[src/design/drrip_ram.sv]
module drrip_ram #(
    parameter int WIDTH = 8,
    parameter int DEPTH = 16
) (
    input  logic                     clk,
    input  logic                     we,
    input  logic [$clog2(DEPTH)-1:0] waddr,
    input  logic [WIDTH-1:0]         wdata,
    input  logic                     re,
    input  logic [$clog2(DEPTH)-1:0] raddr,
    output logic [WIDTH-1:0]         rdata
);

    logic [WIDTH-1:0] mem [DEPTH];

    always_ff @(posedge clk)
    begin
        if (we)
        begin
            mem[waddr] <= wdata;
        end
        if (re)
        begin
            rdata <= mem[raddr];
        end
    end

endmodule

[config.mk]
export PLATFORM = sky130hd
export DESIGN_NAME = drrip_ram
export DESIGN_NICKNAME = d
export VERILOG_FILES = /design/src/design/drrip_ram.sv
export SDC_FILE = /design/constraint.sdc
export NUM_CORES = 1
export LEC_CHECK = 0
export ABC_CLOCK_PERIOD_IN_PS = 1800
export BUFFER_PORTS_ARGS = -buffer_cell sky130_fd_sc_hd__buf_2
export CORE_UTILIZATION = 30
export DETAILED_ROUTE_END_ITERATION = 7
export SETUP_SLACK_MARGIN = 0.2
export SKIP_CTS_REPAIR_TIMING = 1
export SLEW_MARGIN = 0
export SYNTH_ARGS = -nofsm -noshare
export SYNTH_HDL_FRONTEND = slang
export SYNTH_SLANG_ARGS = --single-unit
[constraint.sdc]
create_clock -name clk -period 1.8 [get_ports clk]
set_input_delay 0.09 -clock clk [delete_from_list [all_inputs] [get_ports clk]]
set_output_delay 0.09 -clock clk [all_outputs]
set_load 0.02 [all_outputs]
==> results of run 1 <==
==> cells in the mapped netlist (2+ instances only) <==
master | instances | share of area (%)
nor3_1 | 4 | 0.38
nand2b_1 | 2 | 0.24
edfxtp_1 | 136 | 78
nand2_1 | 9 | 0.65
nor2_1 | 13 | 0.93
mux4_1 | 14 | 7.0
buf_2 | 3 | 0.29
a22oi_1 | 16 | 2.3
mux4_2 | 18 | 7.8
nand3b_1 | 2 | 0.29
clkdlybuf4s25_2 | 3 | 0.57
buf_6 | 3 | 0.65
==> kinds of logic after synthesis <==
| logic type | after synthesis | synth area share [%] |
|---|---|---|
| mux | 32 | 14.79 |
| buf+inv | 10 | 1.651 |
| compound gates | 16 | 2.298 |
| simple gates | 35 | 3.136 |
| flops | 136 | 78.12 |
==> report_power, final <==
part / internal (mW) / switching (mW) / leakage, nW
registers: 3.57 / 0.0159 / 1.24
logic: 0.151 / 0.209 / 0.617
clock network: 2.73 / 1.24 / 0.321
==> per-layer routing <==
metal,track usage [%],vias to the layer above,wire length (um)
li1,-,1100,-
met3,3.590,7,630
met1,17.83,1300,4901
met4,4.167,0,57
met5,0,-,0
met2,18.22,77,4847
==> worst register-to-register path: stages (launching register included) <==
cell and delay, ns:
edfxtp_1 0.36, mux4_1 0.53, a22oi_1 0.29, nand2_1 0.09
==> per-stage QoR <==
step / hold slack (ns) / utilization [%] / cell area (um^2) / cells / total power, mW
finish: 0.04625 / 38.38 / 6455 / 522 / 7.913
global route: 0.03624 / 38.38 / 6455 / 522 / 8.146
CTS: 0.03058 / 38.38 / 6455 / 522 / 7.983
detailed placement: 0.4617 / 34.32 / 5772 / 490 / 4.015
global placement: 0.4630 / 34.32 / 5772 / 490 / 4.006
floorplan: 0.1889 / - / 5228 / 229 / 3.848
==> final cells by class <==
type | instances | area share [%]
well taps | 220 | 4.264
repair buffers | 51 | 5.505
clock inverters | 13 | 3.877
flip-flops and latches | 136 | 63.27
clock buffers | 19 | 6.707
multi-input cells | 83 | 16.38
==> sequential cells by signal (all words and copies together) (netlist names) <==
register  count
rdata         8
mem         128
==> final timing paths <==
kind / start / slack [ns] / end / cells after the start
worst min register to register: mem[11][4] / 0.75 / rdata[4] / 3
worst max register to register: mem[5][3] / 0.27 / rdata[3] / 3
worst min-delay path: re / 0.05 / rdata[4] / 1
worst max-delay path: mem[5][3] / 0.27 / rdata[3] / 3
==> results.txt, run 1 <==
Syn Nets -> 248
Slew HR -> 66.36%
Die Wd -> 134.0 um
LEAKAGE -> 2.174 nW
Hold WC Path Type -> input pin to register
Iter 0 DRT Violations -> 244
vias in the first global route -> 2474
synth warn -> 0
Mapped Cells -> 229
Most used DFF post-synth -> edfxtp_1
Register Area -> 4084 um^2
final worst path period need -> 1.533 ns
first-pass GRT wire length -> 15.64 mm
worst-path maximum fanout -> 1
status -> completed
Bufs on Longest Clock Path -> 2
DP HPWL -> 6.570 mm
Total GRT Usage -> 12.48%
sequential-to-total area share from yosys stat -> 78.12%
CP cell instances -> mux4_1 > a22oi_1 > nand2_1
pin count of the biggest net entering global routing -> 24
most frequent cells in the layout -> edfxtp_1, buf_2, buf_4, mux4_2, clkbuf_16
commonest non-fill, non-tap cell in the layout -> edfxtp_1
grt total ovfl -> 0
gpl congestion -> 0.7096
Multi-input gate area -> 1057 um^2
I/O pin count -> 27
maximum clock frequency -> 652.3 MHz
antenna-violating nets left -> 0
Pwr Density -> 1226 nW/um^2
core area -> 16820 um^2
Slowest-stage cell, CP -> mux4_1
setup tns final -> 0 ns
Worst setup EP type -> register
Antenna diodes -> 0
Final Hold Vio Count -> 0
Setup WS pre-CTS -> 0.1223 ns
ys async rst share -> 0%
unrepaired setup endpoints after global routing -> no
post-synthesis cell type count -> 18
layout cells sized above 1 -> 32.78%
Peak VDD IR -> 0.6668 mV
Detailed Routing Iterations Pass 1 -> 4
vias per cell -> 4.759
CTS tree -> yes
worst skew pair latency -> 0.41 ns
synth-to-layout area growth -> 23.48%
Period Utilization, post-route -> 85.17%
Layout Skew -> 0.008536 ns
Crit path required time -> 1.95 ns
number of nets in the layout -> 308
Vias -> 2484
die area -> 17960 um^2
Arr. time, crit path -> 1.68 ns
worst path bufs/invs -> 0
critical path type -> register to register
CTS buffer count -> 17
#FFs+latches synth -> 136
Starting Density -> 31.08%
clock sinks -> 136
Placement Rows -> 47
Filler Cell Count -> 1531
WL final -> 10.44 mm
Synth Cell Area -> 5228 um^2
MaxCap Viol Count -> 0
# setup viols final -> 0
wire per inst -> 19.99 um
worst slew pin tran -> 0.5046 ns
root buffer cell -> clkbuf_16
Top Family by Delay on Critical Path -> multiplexers
Setup WS post-layout -> 0.2669 ns
Die Span Y -> 134.0 um
Post-synth EDFFs -> 136
initial antenna violation count -> 0
Mean Syn Cell Area -> 22.83 um^2
DRC viols -> 0
Slew Viols, Final -> 0
Port Buffer Count -> 26
CTS H-tree depth -> 4
CP startpoint kind -> register
Crit path largest cell delay -> 0.53 ns
Reg clk slew, reported paths -> 0.06 ns
No activity file was read; power rests on OpenSTA's default activity.
==> run 2: changes to the inputs <==
==> constraint.sdc (replaced) <==
create_clock -name clk -period 1.8 [get_ports clk]
set_input_delay 0.45 -clock clk [delete_from_list [all_inputs] [get_ports clk]]
set_output_delay 0.45 -clock clk [all_outputs]
set_load 0.005 [all_outputs]
==> results.txt, run 2 (synthesized netlist as in run 1, its figures left out) <==
Setup WS pre-CTS -> -0.2301 ns (-0.3524 ns)
FF-to-FF path depth -> 3 (unchanged)
pin count of the biggest net entering global routing -> 20 (-17%)
CTS buffer count -> 17 (unchanged)
most flop-heavy register -> mem
number of nets in the layout -> 305 (-0.97%)
Largest register FFs -> 128 (unchanged)
gpl congestion -> 0.7003 (-1.3%)
R2R Path End -> rdata[2]
core area -> 16820 um^2 (unchanged)
grt total ovfl -> 0 (unchanged)
Vias -> 2426 (-2.3%)
CTS H-tree depth -> 4 (unchanged)
Detailed Routing Iterations Pass 1 -> 4 (unchanged)
vias in the first global route -> 2565 (+3.7%)
Setup WS post-layout -> 0.2860 ns (+0.01910 ns)
wire per inst -> 19.83 um (-0.79%)
maximum clock frequency -> 660.5 MHz (+1.3%)
Reg clk slew, reported paths -> 0.06 ns (about the same)
Worst setup EP type -> register
crit path from -> raddr[0]
worst-path maximum fanout -> 19 (+18)
Regs by FF count -> mem x128, rdata x8
WL final -> 10.29 mm (-1.4%)
Placement Rows -> 47 (unchanged)
r2r setup slk -> 0.33 ns (+0.06 ns)
Iter 0 DRT Violations -> 205 (-16%)
Total GRT Usage -> 12.84% (+0.36 points)
# setup viols final -> 0 (unchanged)
Multi-input gate area -> 1044 um^2 (-1.3%)
LEAKAGE -> 2.128 nW (-2.1%)
Die Span Y -> 134.0 um (unchanged)
Peak VDD IR -> 0.7618 mV (+14%)
final core occ -> 38.22% (-0.16 points)
die area -> 17960 um^2 (unchanged)
Slew Viols, Final -> 0 (unchanged)
worst r2r src -> mem[8][2]
layout cells sized above 1 -> 39.46% (+6.7 points)
Antenna diodes -> 0 (unchanged)
Register Area -> 4084 um^2 (unchanged)
MaxCap Viol Count -> 0 (unchanged)
antenna-violating nets left -> 0 (unchanged)
CP endpoint -> rdata[0]
Crit path required time -> 1.96 ns (about the same)
Die Wd -> 134.0 um (unchanged)
Layout Skew -> 0.006897 ns (-0.001639 ns)
critical path type -> input pin to register
root buffer cell -> clkbuf_16
worst skew pair latency -> 0.41 ns (about the same)
Final Hold Vio Count -> 0 (unchanged)
WHS -> 0.4028 ns (+0.3566 ns)
commonest non-fill, non-tap cell in the layout -> edfxtp_1
CP startpoint kind -> input pin
Port Buffer Count -> 26 (unchanged)
setup tns final -> 0 ns (unchanged)
DRC viols -> 0 (unchanged)
status -> completed
unrepaired setup endpoints after global routing -> no
Hold WC Path Type -> input pin to register
Arr. time, crit path -> 1.67 ns (about the same)
first-pass GRT wire length -> 15.88 mm (+1.5%)
synth-to-layout area growth -> 22.98%
most frequent cells in the layout -> edfxtp_1, mux4_2, buf_2, buf_4, clkbuf_16
Pwr Density -> 1228 nW/um^2 (+0.14%)
initial antenna violation count -> 1 (+1)
CTS tree -> yes
Filler Cell Count -> 1545 (+0.91%)
Slew HR -> 47.00% (-19 points)
vias per cell -> 4.674 (-1.8%)
I/O pin count -> 27 (unchanged)
Starting Density -> 31.08% (unchanged)
Period Utilization, post-route -> 84.11% (-1.1 points)
DP HPWL -> 6.802 mm (+3.5%)
clock sinks -> 136 (unchanged)
worst slew pin tran -> 0.7920 ns (+0.2874 ns)
Bufs on Longest Clock Path -> 2 (unchanged)
final worst path period need -> 1.514 ns (-0.01910 ns)
run 2: changes by cell type in the layout (fill, tap and decap cells not counted), sizes merged:
cell / before / now
clkinv: 3 / 7
buf: 51 / 48
clkbuf: 19 / 17
clkinvlp: 3 / 1
run 2: layer usage:
metal / routed length [um] / global-route usage (%)
met2: 4940 / 19.03
met5: 10 / 0
met1: 4690 / 17.27
met3: 532 / 3.893
met4: 121 / 6.061
run 2: final cells by class:
type / instances / share of cell area [%]
sequential: 136 / 63.53
multi-input combinational: 83 / 16.23
clock buffer: 17 / 6.617
timing repair buffer: 48 / 5.372
tap: 220 / 4.282
clock inverter: 15 / 3.970
run 2: how the worst min path moves through the flow:
stage               startpoint   endpoint  slack (ns)  cells past startpoint
global placement    mem[15][6]   rdata[6]        0.73                      3
finish                      re   rdata[7]        0.40                      1
global route                re   rdata[0]        0.40                      1
CTS                         re   rdata[7]        0.40                      1
floorplan             wdata[0]  mem[0][0]        0.55                      0
detailed placement  mem[15][5]   rdata[5]        0.74                      3
run 2: worst max-delay path, cell delays in order:
cell and delay (ns):
buf_2 0.15, buf_12 0.20, mux4_1 0.59, a22oi_1 0.19
nand2_1 0.07
run 2: metrics by stage:
stage	std cells	cell area (um^2)	power (mW)
6_report	519	6429	7.892
5_1_grt	519	6429	8.099
4_1_cts	519	6409	7.954
2_1_floorplan	229	5228	3.846
3_3_place_gp	487	5728	3.996
3_5_place_dp	487	5728	4.004
run 2: power breakdown:
group	switching [mW]	internal, mW	total (mW)
logic	0.191	0.155	0.347
registers	0.0208	3.57	3.59
clock network	1.24	2.72	3.95
total	1.45	6.44	7.89
==> run 3: changes to the inputs <==
Settings changed: ABC_CLOCK_PERIOD_IN_PS 1800 to 1270.
Clock period 1.8 ns to 1.27 ns, I/O delays scaled along.
==> results.txt, run 3 (synthesized netlist as in run 1, its figures left out) <==
status -> finished with violations
Port Buffer Count -> 26 (unchanged)
Top Family by Delay on Critical Path -> multiplexers
root buffer cell -> clkbuf_16
Crit path required time -> 1.43 ns (-0.53 ns)
Placed Cells -> 494 (+1.4%)
first-pass GRT wire length -> 15.49 mm (-2.4%)
unrepaired setup endpoints after global routing -> yes
vias per cell -> 4.725 (+1.1%)
Peak VDD IR -> 1.325 mV (+74%)
critical path type -> register to register
synth-to-layout area growth -> 29.97%
Antenna diodes -> 0 (unchanged)
maximum clock frequency -> 727.9 MHz
most flop-heavy register -> mem
Iter 0 DRT Violations -> 221 (+7.8%)
Crit path largest cell delay -> 0.49 ns (-0.10 ns)
WL final -> 10.03 mm (-2.6%)
I/O pin count -> 27 (unchanged)
clock sinks -> 136 (unchanged)
Die Span Y -> 134.0 um (unchanged)
met2 usage -> 17.99% (-1.0 points)
worst r2r src -> mem[3][0]
worst skew pair latency -> 0.41 ns (about the same)
Slew HR -> 31.84% (-15 points)
CP startpoint kind -> register
pin count of the biggest net entering global routing -> 22 (+10%)
Bufs on Longest Clock Path -> 2 (unchanged)
Layout Skew -> 0.006246 ns (-0.0006511 ns)
Reg clk slew, reported paths -> 0.06 ns (about the same)
CP cell instances -> mux4_2 > a22oi_2 > nand2_1
LEAKAGE -> 2.181 nW (+2.5%)
# setup viols final -> 13 (+13)
Setup WS post-layout -> -0.1039 ns (-0.3899 ns)
worst path bufs/invs -> 0 (-2)
Arr. time, crit path -> 1.53 ns (-0.14 ns)
non-filler instance count after layout -> 527 (+1.5%)
core area -> 16820 um^2 (unchanged)
CTS buffer count -> 17 (unchanged)
DRC viols -> 0 (unchanged)
Vias -> 2490 (+2.6%)
Setup WS pre-CTS -> -0.6685 ns (-0.4384 ns)
CTS H-tree depth -> 4 (unchanged)
vias in the first global route -> 2638 (+2.8%)
Largest register FFs -> 128 (unchanged)
gpl congestion -> 0.7369 (+5.2%)
number of nets in the layout -> 313 (+2.6%)
worst slew pin tran -> 1.020 ns (+0.2282 ns)
wire per inst -> 19.02 um (-4.1%)
worst-path maximum fanout -> 1 (-18)
Total GRT Usage -> 12.23% (-0.61 points)
Final Hold Vio Count -> 0 (unchanged)
Placement Rows -> 47 (unchanged)
DP HPWL -> 6.550 mm (-3.7%)
hold path startpoint -> wdata[6]
layout cells sized above 1 -> 48.86% (+9.4 points)
crit path from -> mem[3][0]
grt total ovfl -> 0 (unchanged)
met1 usage -> 16.60% (-0.67 points)
Detailed Routing Iterations Pass 1 -> 4 (unchanged)
initial antenna violation count -> 0 (-1)
antenna-violating nets left -> 0 (unchanged)
WHS -> 0.2901 ns (-0.1127 ns)
Slew Viols, Final -> 0 (unchanged)
commonest non-fill, non-tap cell in the layout -> edfxtp_1
MaxCap Viol Count -> 0 (unchanged)
Period Utilization, post-route -> 108.2%
die area -> 17960 um^2 (unchanged)
Hold WC Path Type -> input pin to register
Die Wd -> 134.0 um (unchanged)
Worst setup EP type -> register
CTS tree -> yes
failing checks -> negative setup slack
final worst path period need -> 1.374 ns
Regs by FF count -> mem x128, rdata x8
Starting Density -> 31.08% (unchanged)
Top Usage Layer GRT -> met2
Pwr Density -> 1479 nW/um^2 (+20%)
met3 Use GR -> 4.384% (+0.49 points)
most frequent cells in the layout -> edfxtp_1, mux4_2, buf_2, buf_12, clkbuf_16
Slowest-stage cell, CP -> mux4_2
## run 3: cell types whose count changed in the layout (fill, tap and decap cells not counted), moves of 5 or more
cell	delta
nor2_4	+12
a22oi_2	+7
nor2_1	-12
buf_12	+19
buf_4	-15
clkinvlp_4	+5
bufinv_16	-7
a22oi_1	-7
## run 3: power breakdown
group          switching, mW  internal [mW]  leakage, nW
clock network           1.85           2.48        0.245
logic                  0.319          0.304        0.700
registers             0.0295           5.06         1.24
## run 3: final cells by class
class / instances / area [um^2]
Sequential cell: 136 / 4084
Fill cell: 1485 / 10020
Tap cell: 220 / 275.3
Multi-Input combinational cell: 83 / 1225
Timing Repair Buffer: 56 / 680.7
Clock buffer: 17 / 425.4
Clock inverter: 15 / 103.9
## run 3: stage by stage
stage	TNS, ns	utilization, %	power, mW	cell area (um^2)
final	-0.8123	40.40	10.05	6794
after global routing	-1.393	40.40	10.36	6794
after detailed placement	-27.21	36.68	5.775	6168
after CTS	-1.373	39.82	10.08	6698
after floorplan	-4.873	-	5.482	5378
after global placement	-26.28	36.68	5.758	6168
## run 3: worst reg2reg max path, stage by stage (launching register included)
cell	delay, ns
edfxtp_1	0.36
mux4_2	0.49
a22oi_2	0.21
nand2_1	0.07
## run 3: final timing paths
path | end | slack [ns] | cells after the start
max | rdata[0] | -0.10 | 3
min | mem[12][6] | 0.29 | 1
max reg2reg | rdata[0] | -0.10 | 3
min reg2reg | rdata[6] | 0.75 | 3
## run 3: metal layers
layer  vias to the layer above  share of wire (%)
met5                         -                  0
met4                         0               0.92
met3                         9                6.6
met1                      1303                 46
li1                       1104                  -
met2                        74                 46
